**config.mk**
```make
export PLATFORM = sky130hd
export DESIGN_NAME = key_table_sort_and_search_flat
export DESIGN_NICKNAME = d
export VERILOG_FILES = /design/src/hdl/kts_pkg.sv /design/src/hdl/kts_chan_if.sv /design/src/hdl/kts_cell.sv /design/src/hdl/key_table_sort_and_search.sv /design/src/flat_wrapper.sv
export SDC_FILE = /design/constraint.sdc
export NUM_CORES = 2
export LEC_CHECK = 0
export ABC_AREA = 1
export BUFFER_PORTS_ARGS = -buffer_cell sky130_fd_sc_hd__buf_2
export CAP_MARGIN = 20
export CORE_MARGIN = 2
export CORE_UTILIZATION = 55
export CTS_CLUSTER_DIAMETER = 100
export CTS_CLUSTER_SIZE = 40
export DETAILED_ROUTE_END_ITERATION = 6
export PLACE_DENSITY = 0.79
export SKIP_LAST_GASP = 1
export SLEW_MARGIN = 20
export SYNTH_ARGS = -nofsm -noshare
export SYNTH_HDL_FRONTEND = slang
export SYNTH_SLANG_ARGS = --single-unit
```
**constraint.sdc**
```tcl
create_clock -name clk -period 10.29 [get_ports clk]
set_input_delay 1.5435 -clock clk [delete_from_list [all_inputs] [get_ports clk]]
set_output_delay 1.5435 -clock clk [all_outputs]
set_load 0.01 [all_outputs]
```
**src/hdl/kts_pkg.sv**
```systemverilog
// ----------------------------------------------------------------------------
// Key table package
// Shared codes and types for the key table sort and search block.
// ----------------------------------------------------------------------------
`default_nettype none

package kts_pkg;

  localparam int KEY_W   = 32;
  localparam int INDEX_W = 4;
  localparam int COUNT_W = 5;
  localparam int FUNC_W  = 2;

  typedef enum logic [FUNC_W-1:0] {
    FN_WRITE   = 2'd0,
    FN_SORT    = 2'd1,
    FN_LSEARCH = 2'd2,
    FN_BSEARCH = 2'd3
  } func_t;

  typedef enum logic [1:0] {
    OP_HOLD   = 2'd0,
    OP_WRITE  = 2'd1,
    OP_ROTATE = 2'd2,
    OP_SWAP   = 2'd3
  } cell_op_t;

  typedef struct packed {
    cell_op_t op;
    logic     odd_phase;
  } cell_ctrl_t;

endpackage

`default_nettype wire

```
**src/hdl/kts_chan_if.sv**
```systemverilog
// ----------------------------------------------------------------------------
// Key table channel interfaces
// Valid/ready channels for requests, results and the entry count register.
// ----------------------------------------------------------------------------
`default_nettype none

interface kts_req_if;
  logic                           valid;
  logic                           ready;
  logic [kts_pkg::FUNC_W-1:0]     func;
  logic [kts_pkg::INDEX_W-1:0]    entry_index;
  logic signed [kts_pkg::KEY_W-1:0] key;

  modport source (output valid, func, entry_index, key, input ready);
  modport sink   (input valid, func, entry_index, key, output ready);
endinterface

interface kts_rsp_if;
  logic                        valid;
  logic                        ready;
  logic                        found;
  logic [kts_pkg::INDEX_W-1:0] position;

  modport source (output valid, found, position, input ready);
  modport sink   (input valid, found, position, output ready);
endinterface

interface kts_cfg_if;
  logic                        valid;
  logic                        ready;
  logic [kts_pkg::COUNT_W-1:0] entry_count;

  modport source (output valid, entry_count, input ready);
  modport sink   (input valid, entry_count, output ready);
endinterface

`default_nettype wire

```
**src/hdl/kts_cell.sv**
```systemverilog
// ----------------------------------------------------------------------------
// Key table cell
// Holds one key. Loads a written key, shifts toward its left neighbor while
// the ring rotates, and takes part in odd-even compare-and-swap phases.
// ----------------------------------------------------------------------------
`default_nettype none

module kts_cell #(
  parameter int IDX   = 0,
  parameter int NW    = 5
) (
  input  wire logic                              clk,
  input  wire kts_pkg::cell_ctrl_t               ctrl,
  input  wire logic [kts_pkg::INDEX_W-1:0]       wr_idx,
  input  wire logic signed [kts_pkg::KEY_W-1:0]  wr_key,
  input  wire logic [NW-1:0]                     n_used,
  input  wire logic signed [kts_pkg::KEY_W-1:0]  left_key,
  input  wire logic                              left_gt,
  input  wire logic signed [kts_pkg::KEY_W-1:0]  right_key,
  output logic signed [kts_pkg::KEY_W-1:0]       key,
  output logic                                   gt
);

  localparam logic PAR = 1'((IDX % 2) == 1);

  logic left_act;
  logic right_act;
  logic wr_hit;

  assign gt        = key > right_key;
  assign left_act  = (ctrl.odd_phase == PAR) && ((IDX + 1) < int'(n_used));
  assign right_act = (IDX >= 1) && (ctrl.odd_phase != PAR) && (IDX < int'(n_used));
  assign wr_hit    = (int'(wr_idx) == IDX);

  always_ff @(posedge clk) begin
    case (ctrl.op)
      kts_pkg::OP_WRITE: begin
        if (wr_hit) begin
          key <= wr_key;
        end
      end
      kts_pkg::OP_ROTATE: begin
        key <= right_key;
      end
      kts_pkg::OP_SWAP: begin
        if (left_act && gt) begin
          key <= right_key;
        end else if (right_act && left_gt) begin
          key <= left_key;
        end
      end
      default: begin
      end
    endcase
  end

endmodule

`default_nettype wire

```
**src/hdl/key_table_sort_and_search.sv**
```systemverilog
// ----------------------------------------------------------------------------
// Key table sort and search
// Table of signed keys in a ring of cells with sort, linear and binary search.
// ----------------------------------------------------------------------------
// The req channel carries one command per transaction: write a key at an
// index, sort the used entries, search linearly, or sort and then bisect.
// The cfg channel writes entry_count and is always ready; write it only while
// the block is idle. Searches return one transaction on rsp with found and
// position; writes and sorts return nothing.
// A write loads the addressed cell as the command is accepted. A sort runs
// DEPTH odd-even compare-and-swap phases across the cell row. A linear
// search rotates the ring once past cell 0, then posts the result. A binary
// search sorts first, then rotates the ring until each bisection midpoint
// reaches cell 0. One command is processed at a time; req.ready is high
// only when idle. Results sit in an output register; if rsp stalls and the
// next search finishes, that search waits until the register frees up.
// Reset clears the controller and entry_count; the keys are undefined until
// written.
// ----------------------------------------------------------------------------
`default_nettype none

module key_table_sort_and_search #(
  parameter int DEPTH = 16
) (
  input wire logic  clk,
  input wire logic  rst,
  kts_req_if.sink   req,
  kts_rsp_if.source rsp,
  kts_cfg_if.sink   cfg
);

  localparam int IW = $clog2(DEPTH);
  localparam int NW = $clog2(DEPTH + 1);
  localparam int CW = (NW > kts_pkg::COUNT_W) ? NW : kts_pkg::COUNT_W;
  localparam int BW = NW + 1;

  typedef enum logic [2:0] {
    ST_IDLE,
    ST_SORT,
    ST_LSCAN,
    ST_BSCAN,
    ST_PUSH
  } state_t;

  state_t                          state;
  logic [kts_pkg::COUNT_W-1:0]     entry_count;
  logic [NW-1:0]                   n_used;
  logic [CW-1:0]                   ec_ext;
  logic [IW-1:0]                   cnt;
  logic [IW-1:0]                   pc;
  logic signed [kts_pkg::KEY_W-1:0] skey;
  logic                            is_bin;
  logic signed [BW-1:0]            low;
  logic signed [BW-1:0]            high;
  logic signed [BW:0]              mid_sum;
  logic signed [BW-1:0]            mid;
  logic                            bdone;
  logic                            res_found;
  logic [kts_pkg::INDEX_W-1:0]     res_pos;
  logic                            out_valid;
  logic                            out_found;
  logic [kts_pkg::INDEX_W-1:0]     out_pos;
  kts_pkg::cell_ctrl_t             ctrl;

  logic signed [kts_pkg::KEY_W-1:0] cell_key [DEPTH];
  logic                             cell_gt  [DEPTH];

  assign cfg.ready = 1'b1;
  assign req.ready = (state == ST_IDLE);
  assign rsp.valid    = out_valid;
  assign rsp.found    = out_found;
  assign rsp.position = out_pos;

  assign ec_ext = CW'(entry_count);
  assign n_used = (ec_ext > CW'(DEPTH)) ? NW'(DEPTH) : NW'(ec_ext);

  assign mid_sum = {low[BW-1], low} + {high[BW-1], high};
  assign mid     = mid_sum[BW:1];

  always_ff @(posedge clk) begin
    if (rst) begin
      entry_count <= '0;
    end else if (cfg.valid && cfg.ready) begin
      entry_count <= cfg.entry_count;
    end
  end

  always_comb begin
    ctrl.op        = kts_pkg::OP_HOLD;
    ctrl.odd_phase = pc[0];
    unique case (state)
      ST_IDLE: begin
        if (req.valid && (req.func == kts_pkg::FN_WRITE)) begin
          ctrl.op = kts_pkg::OP_WRITE;
        end
      end
      ST_SORT:  ctrl.op = kts_pkg::OP_SWAP;
      ST_LSCAN: ctrl.op = kts_pkg::OP_ROTATE;
      ST_BSCAN: begin
        if (!(bdone && (cnt == '0))) begin
          ctrl.op = kts_pkg::OP_ROTATE;
        end
      end
      default: ctrl.op = kts_pkg::OP_HOLD;
    endcase
  end

  for (genvar k = 0; k < DEPTH; k++) begin : g_cell
    kts_cell #(
      .IDX   (k),
      .NW    (NW)
    ) u_cell (
      .clk       (clk),
      .ctrl      (ctrl),
      .wr_idx    (req.entry_index),
      .wr_key    (req.key),
      .n_used    (n_used),
      .left_key  (cell_key[(k + DEPTH - 1) % DEPTH]),
      .left_gt   (cell_gt[(k + DEPTH - 1) % DEPTH]),
      .right_key (cell_key[(k + 1) % DEPTH]),
      .key       (cell_key[k]),
      .gt        (cell_gt[k])
    );
  end

  always_ff @(posedge clk) begin
    if (rst) begin
      state     <= ST_IDLE;
      cnt       <= '0;
      pc        <= '0;
      bdone     <= 1'b0;
      is_bin    <= 1'b0;
      res_found <= 1'b0;
      res_pos   <= '0;
      out_valid <= 1'b0;
      out_found <= 1'b0;
      out_pos   <= '0;
    end else begin
      if (rsp.valid && rsp.ready && (state != ST_PUSH)) begin
        out_valid <= 1'b0;
      end
      unique case (state)
        ST_IDLE: begin
          if (req.valid) begin
            skey      <= req.key;
            is_bin    <= (req.func == kts_pkg::FN_BSEARCH);
            res_found <= 1'b0;
            res_pos   <= '0;
            cnt       <= '0;
            pc        <= '0;
            bdone     <= 1'b0;
            low       <= '0;
            high      <= BW'(n_used) - BW'(1);
            case (req.func) inside
              kts_pkg::FN_SORT, kts_pkg::FN_BSEARCH: state <= ST_SORT;
              kts_pkg::FN_LSEARCH:                   state <= ST_LSCAN;
              default:                               state <= ST_IDLE;
            endcase
          end
        end
        ST_SORT: begin
          if (pc == IW'(DEPTH - 1)) begin
            pc    <= '0;
            state <= is_bin ? ST_BSCAN : ST_IDLE;
          end else begin
            pc <= pc + IW'(1);
          end
        end
        ST_LSCAN: begin
          if (!res_found && (NW'(cnt) < n_used) && (cell_key[0] == skey)) begin
            res_found <= 1'b1;
            res_pos   <= kts_pkg::INDEX_W'(cnt);
          end
          if (cnt == IW'(DEPTH - 1)) begin
            cnt   <= '0;
            state <= ST_PUSH;
          end else begin
            cnt <= cnt + IW'(1);
          end
        end
        ST_BSCAN: begin
          if (bdone && (cnt == '0)) begin
            state <= ST_PUSH;
          end else begin
            cnt <= (cnt == IW'(DEPTH - 1)) ? '0 : cnt + IW'(1);
            if (!bdone) begin
              if (low > high) begin
                bdone <= 1'b1;
              end else if (cnt == mid[IW-1:0]) begin
                if (cell_key[0] > skey) begin
                  high <= mid - BW'(1);
                end else if (skey > cell_key[0]) begin
                  low <= mid + BW'(1);
                end else begin
                  bdone     <= 1'b1;
                  res_found <= 1'b1;
                  res_pos   <= kts_pkg::INDEX_W'(mid[IW-1:0]);
                end
              end
            end
          end
        end
        ST_PUSH: begin
          if (!out_valid || rsp.ready) begin
            out_valid <= 1'b1;
            out_found <= res_found;
            out_pos   <= res_pos;
            state     <= ST_IDLE;
          end
        end
        default: state <= ST_IDLE;
      endcase
    end
  end

`ifndef SYNTHESIS
  a_ring_aligned_idle: assert property (@(posedge clk) disable iff (rst)
    (state == ST_IDLE) |-> (cnt == '0))
    else $error("cell ring not aligned while idle");

  a_miss_position_zero: assert property (@(posedge clk) disable iff (rst)
    (rsp.valid && !rsp.found) |-> (rsp.position == '0))
    else $error("miss reported with nonzero position");

  a_write_single_cycle: assert property (@(posedge clk) disable iff (rst)
    (req.valid && req.ready && (req.func == kts_pkg::FN_WRITE)) |=> (state == ST_IDLE))
    else $error("write did not complete in one cycle");

  a_sort_phase_idle: assert property (@(posedge clk) disable iff (rst)
    (state != ST_SORT) |-> (pc == '0))
    else $error("sort phase counter left running");
`endif

endmodule

`default_nettype wire
```
**src/flat_wrapper.sv**
```systemverilog
// flat-port wrapper written by rule: the top's interface ports become plain ports
module key_table_sort_and_search_flat 
#(
  parameter int DEPTH = 16
)
  (clk, rst, req_valid, req_func, req_entry_index, req_key, req_ready, rsp_valid, rsp_found, rsp_position, rsp_ready, cfg_valid, cfg_entry_count, cfg_ready);
  kts_req_if req_i ();
  kts_rsp_if rsp_i ();
  kts_cfg_if cfg_i ();
  input wire logic clk;
  input wire logic rst;
  input wire logic [$bits(req_i.valid)-1:0] req_valid;
  input wire logic [$bits(req_i.func)-1:0] req_func;
  input wire logic [$bits(req_i.entry_index)-1:0] req_entry_index;
  input wire logic [$bits(req_i.key)-1:0] req_key;
  output wire logic [$bits(req_i.ready)-1:0] req_ready;
  output wire logic [$bits(rsp_i.valid)-1:0] rsp_valid;
  output wire logic [$bits(rsp_i.found)-1:0] rsp_found;
  output wire logic [$bits(rsp_i.position)-1:0] rsp_position;
  input wire logic [$bits(rsp_i.ready)-1:0] rsp_ready;
  input wire logic [$bits(cfg_i.valid)-1:0] cfg_valid;
  input wire logic [$bits(cfg_i.entry_count)-1:0] cfg_entry_count;
  output wire logic [$bits(cfg_i.ready)-1:0] cfg_ready;
  assign req_i.valid = req_valid;
  assign req_i.func = req_func;
  assign req_i.entry_index = req_entry_index;
  assign req_i.key = req_key;
  assign req_ready = req_i.ready;
  assign rsp_valid = rsp_i.valid;
  assign rsp_found = rsp_i.found;
  assign rsp_position = rsp_i.position;
  assign rsp_i.ready = rsp_ready;
  assign cfg_i.valid = cfg_valid;
  assign cfg_i.entry_count = cfg_entry_count;
  assign cfg_ready = cfg_i.ready;
  key_table_sort_and_search #(.DEPTH(DEPTH)) u_core (.clk(clk), .rst(rst), .req(req_i), .rsp(rsp_i), .cfg(cfg_i));
endmodule
```
After elaboration in Yosys (flattened, before gate mapping)
Index checks and enable logic that the tools add are counted.
Storage, ports and cells
  bits in registers: 585
  input port bits: 48
  word-level logic and storage cells: 351
  output and inout port bits: 8
Operators by class
  bitwise operators: 2
  eq/ne operators: 76
  reduce and logical (&&, ||, !) cells: 76
  add/sub/neg operators: 6
  $lt $le $gt $ge: 37
  mux-type cells: 124
Operator list (number)
  case mux 32 bit (3 select lines): 16
  two-way mux 32 bit: 47
  greater-than comparator 32 bit: 18
  two-way mux 6 bit: 13
  AND reduction 3 bit: 19
  != test 3 bit (second input constant): 16
  != test 2 bit (second input constant): 23
  two-way mux 4 bit: 11
  equality test 4 bit (second input constant): 10
  less-than comparator 4 x 5 -> 1 bit (first input constant): 8
  logical AND 1 bit: 38
  equality test 32 bit: 1
  case mux 4 bit (3 select lines): 2
  case mux 6 bit (2 select lines): 2
  less-than comparator 3 x 5 -> 1 bit (first input constant): 4
  two-way mux 1 bit: 18
  two-way mux 3 bit: 6
  AND reduction 9 bit: 2
  equality test 4 x 3 -> 1 bit (second input constant): 4
  != test 2 x 1 -> 1 bit (second input constant): 8
  case mux 3 bit (5 select lines): 1
  less-than comparator 2 x 5 -> 1 bit (first input constant): 2
  adder 4 x 1 -> 4 bit (second input constant): 2
  equality test 2 bit (second input constant): 4
  other kinds (34): 46

Longest topological paths before layout
  depth after elaboration: 9
  gate-level depth with buffers: 20
  depth with buffers taken out: 20

Modules after synthesis
From an unflattened synthesis, not the netlist that was laid out.
Unflattened totals
  cells, all modules: 7716
  area total of the unflattened synthesis: 55131.6 µm²
By module, submodules not included
  kts_cell (u_core.g_cell[13].u_cell ...): cells an instance 472, seq. area each 960.9 µm², times used 2, area each 3220.6 µm²
  key_table_sort_and_search: cells an instance 557, seq. area each 1901.8 µm², times used 1, area each 4580.6 µm²
  kts_cell (u_core.g_cell[4].u_cell): cells an instance 475, seq. area each 960.9 µm², times used 1, area each 3306.9 µm²
  kts_cell (u_core.g_cell[7].u_cell): cells an instance 435, seq. area each 960.9 µm², times used 1, area each 3285.7 µm²
  kts_cell (u_core.g_cell[15].u_cell): cells an instance 433, seq. area each 960.9 µm², times used 1, area each 3281.9 µm²
  kts_cell (u_core.g_cell[14].u_cell): cells an instance 432, seq. area each 960.9 µm², times used 1, area each 3260.6 µm²
  kts_cell (u_core.g_cell[12].u_cell): cells an instance 475, seq. area each 960.9 µm², times used 1, area each 3243.1 µm²
  kts_cell (u_core.g_cell[8].u_cell): cells an instance 476, seq. area each 960.9 µm², times used 1, area each 3243.1 µm²
  kts_cell (u_core.g_cell[6].u_cell): cells an instance 473, seq. area each 960.9 µm², times used 1, area each 3213.1 µm²
  kts_cell (u_core.g_cell[2].u_cell): cells an instance 475, seq. area each 960.9 µm², times used 1, area each 3208.1 µm²
  kts_cell (u_core.g_cell[9].u_cell): cells an instance 473, seq. area each 960.9 µm², times used 1, area each 3184.3 µm²
  kts_cell (u_core.g_cell[10].u_cell): cells an instance 436, seq. area each 960.9 µm², times used 1, area each 3175.5 µm²
  kts_cell (u_core.g_cell[11].u_cell): cells an instance 435, seq. area each 960.9 µm², times used 1, area each 3171.8 µm²
  kts_cell (u_core.g_cell[3].u_cell): cells an instance 471, seq. area each 960.9 µm², times used 1, area each 3170.5 µm²
  +2 rows

Worst setup path after synthesis
Ideal clock, no wire load.
  path type: in2reg
  start point: input port req_valid
  end point: register u_core.g_cell[15].u_cell.key[0] (netlist name), enable pin
  library setup time: 0.432 ns
  path buffers: 0
  data arrival time: 4.042 ns
  setup slack: 5.816 ns
  data required time: 9.858 ns
  stages on the path: 6
  cell sequence: nand2_1 -> nor4_2 -> nor2_1 -> nand2_1 -> nand2_1 -> a21oi_1
Between the ends
  cells in the longest elaborated chain, start to end: 6
  elaborated cells on any way between the ends: 10
  classes of those cells: 5 x eq/ne; 2 x mux; 3 x reduce/logical
Ends and longest elaborated chain
  start: declaration: RTL line flat_wrapper.sv:12  | input wire logic [$bits(req_i.valid)-1:0] req_valid;
  logical AND 1 bit (*): RTL line key_table_sort_and_search.sv:93  | if (req.valid && (req.func == kts_pkg::FN_WRITE)) begin
  two-way mux 1 bit (*): RTL line key_table_sort_and_search.sv:93
  case mux 2 bit (4 select lines) (*): RTL line key_table_sort_and_search.sv:91  | unique case (state)
  equality test 2 bit / equality test 2 x 1 -> 1 bit (equally long branches): RTL line kts_cell.sv:36  | case (ctrl.op)
  != test 3 bit (no line), or another cell as far along
  AND reduction 3 bit (no line) (*)
  end signal: assignment: RTL line kts_cell.sv:39  | key <= wr_key;
  end signal: assignment: RTL line kts_cell.sv:43  | key <= right_key;
  end signal: assignment: RTL line kts_cell.sv:47  | key <= right_key;
  end: declaration: RTL line kts_cell.sv:20  | output logic signed [kts_pkg::KEY_W-1:0] key,
Mark *: on every way between the ends. The rest lies on a longest branch, timed or not.
A chain may end at the register's enable or synchronous reset.

Worst setup path in the final report
  start point: register u_core.g_cell[8].u_cell.key[7] (netlist name)
  end point: register u_core.g_cell[7].u_cell.key[2] (netlist name), enable pin
Between the ends
  cells in the longest elaborated chain, start to end: 4
Ends and longest elaborated chain
  start: declaration: RTL line kts_cell.sv:20
  start signal: assignment: RTL line kts_cell.sv:39
  start signal: assignment: RTL line kts_cell.sv:43
  start signal: assignment: RTL line kts_cell.sv:47
  greater-than comparator 32 bit: RTL line kts_cell.sv:30  | assign gt = key > right_key;
  logical AND 1 bit: RTL line kts_cell.sv:46  | if (left_act && gt) begin
  != test 3 bit (no line)
  AND reduction 3 bit (no line)
  end signal: assignment: RTL line kts_cell.sv:39
  end signal: assignment: RTL line kts_cell.sv:47
  end signal: assignment: RTL line kts_cell.sv:49  | key <= left_key;
  end: declaration: RTL line kts_cell.sv:20
No other way between the ends.

==> metrics.cfg <==
[yosys]
ys_ff_latch=585
synth_edf_count=556
ys_seq_area_share_pct=38.0
synth_commonest_cells=nand2_1, inv_1, nand3_1
synth_top_area_share_pct=36.8
syn_area_um2=45400
synthFlopType=edfxtp_1
synth.net_count=6402
synth_most_common_cell=nand2_1
yosys.area.top_type=edfxtp_1
syn_inst=5818
synth_cell_type_count=53
async_flop_share_pct=0
synth.avg_cell_area_um2=7.81
yosys_warnings=0
synth_area_leaders=edfxtp_1, ha_1, nand2_1, nand3_1, inv_1

[setup_path]
crit_path_top_delay_cell=inv_2
timing.critical_path.cells=inv_1 -> ha_1 -> nand2_1 -> nor2_1 -> nand2_1 -> nand2_1 -> nand2_1 -> nand2_1 -> nand2_1 -> nand3_1 -> buf_4 -> nand3_1 -> buf_4 -> nand3_1 -> nand2_1 -> inv_2
critPathMaxStageDelay_ns=0.71
cp-start-kind=flip-flop
arrival_ns=5.14
startpoint=u_core.g_cell[8].u_cell.key[7]
timing.rr.start=u_core.g_cell[8].u_cell.key[7]
crit_type=reg2reg
crit_fanout=33
cp.required_ns=10.59
cp_num_buf_inv=4
end_kind=flip-flop
critPathTopFamily=simple AND/OR/NAND/NOR gates
cp_common_cell=nand2_1

[finish]
final_nets=6277
final_area_um2=47700
syn_to_final_growth_pct=5.01
drive_above_1_share_pct=4.29

[job]
drv_cap=0

[route]
routedWlPerCell_um=24.8
drc=31
viasPerCell=6.50
vias=44200
antenna_left=0
first_iter_violations=7595
wl_mm=168
first_pass_iters=7

[sta]
rsz0062_at_grt=no
period_share_pct=47.1
setup_viol=0
worst_slew_pin_slew_ns=1.29
fin_skew_ns=0.0252
tns_ns=0
slew_headroom_pct=14.1
layout_min_cycle_time_ns=4.85
max_freq_mhz=206
finalMaxSlewViolations=0
final_hold_viol_count=0

[floorplan]
die_h_um=291
io_pins=56
rows=105
chipWidth_um=291
start_util_pct=55.4
die-area_um2=84900
core-area_um2=82000

[placed_design]
portBuffers=54
gp_congestion=1.03
dp_hpwl_mm=121
placed_cell_area_um2=46600

[min_path]
min_path_type=reg2reg
hold_path_startpoint=u_core.rsp.position[3]

[run_status]
violations=design-rule violations
status=complete, but fails checks

[clock_network]
clkLatencyLatePin_ns=0.69
htreeDepth=1
clock-sinks=585
cts_buffer_depth=3
clk_pin_slew_ns=0.12
clockRootBuffer=clkbuf_16
post-cts-setup-buffers=0
cts_resized=0
cts-buffers-inserted=30
holdBufCountCts=0
cts_tree=done

[global_routing]
antenna_found_initial=3
grt_usage_pct=38.5
grt_overflow=0
grt_pass1_vias=39800
grt_start_max_net_pins=177
grt_pass1_wl_mm=249

==> state kept, by name, summed over array words and instances, names as in the netlist <==
name	count
u_core.rsp.found	1
u_core.is_bin	1
u_core.g_cell.u_cell.key	512
u_core.res_found	1
u_core.ec_ext	5
u_core.high	6
u_core.res_pos	4
u_core.skey	32
u_core.rsp.position	4
u_core.pc	4
u_core.low	6
u_core.state	3
u_core.rsp.valid	1
u_core.bdone	1
u_core.cnt	4
==> routing by layer <==
layer	global-route usage [%]	wire, um
met1	54.3	63600
met2	53.0	66100
met3	10.5	27100
met4	21.2	11300
met5	0	145
==> cell families (layout without fill, tap and decap cells) <==
| group | count (synthesis) | after routing | share of synthesized area (%) |
|---|---|---|---|
| AO/OA/AOI/OAI | 984 | 984 | 12.2 |
| XOR/XNOR | 5 | 5 | 0.0964 |
| adder cells (fa/ha/maj) | 536 | 536 | 14.8 |
| buffers and inverters | 1090 | 989 | 9.29 |
| flip-flops | 585 | 585 | 38.0 |
| other | 1 | 5 | 0.00826 |
| AND/OR/NAND/NOR | 2617 | 2617 | 25.6 |
==> per-stage QoR <==
| step | setup WS, ns | utilization [%] | hold WS (ns) | cells |
|---|---|---|---|---|
| floorplan | 5.82 | - | 0.443 | 5818 |
| global placement | 5.78 | 56.8 | 0.446 | 6729 |
| detailed placement | 5.80 | 56.8 | 0.453 | 6730 |
| CTS | 5.77 | 58.1 | 0.469 | 6786 |
| global route | 5.21 | 58.2 | 0.485 | 6787 |
| finish | 5.44 | 58.2 | 0.470 | 6791 |
==> worst register-to-register path, delay by kind of cell, from the launching register on <==
family / cells / cell delay (ns)
fa+ha+maj: 1 / 0.31
buf+inv: 4 / 1.66
flops: 1 / 0.41
simple gates: 11 / 2.08
==> cell usage in the layout, fill, tap and decap left out, drive strengths merged, types with 12 or more instances in the layout <==
cell	synthesis	layout
a21oi	317	317
a31oi	14	14
buf	96	134
clkbuf	195	31
clkinv	2	12
dfxtp	29	29
edfxtp	556	556
ha	535	535
inv	797	810
nand2	1338	1338
nand3	675	675
nand4	306	306
nor2	230	230
nor3	35	35
nor4	14	14
o211ai	22	22
o21a	23	23
o21ai	435	435
o21bai	121	121
o221ai	31	31
==> final timing paths <==
path | to | slack [ns] | cells past startpoint
worst min-delay path | u_core.rsp.position[3] | 0.47 | 2
worst max-delay path | u_core.g_cell[7].u_cell.key[2] | 5.44 | 16
worst max register to register | u_core.g_cell[7].u_cell.key[2] | 5.44 | 16
worst min register to register | u_core.rsp.position[3] | 0.47 | 2
==> final cells by class <==
type	instances	area, um2
fill	7484	34300
multi-input combinational	4143	24100
sequential	585	17300
inverter	799	3010
tap	1070	1340
timing repair buffer	134	923
clock buffer	31	776
clock inverter	25	303
antenna	4	10.0
Power is not shown: default switching activity piles up to over one toggle a cycle in this logic, so the estimate is an artifact.
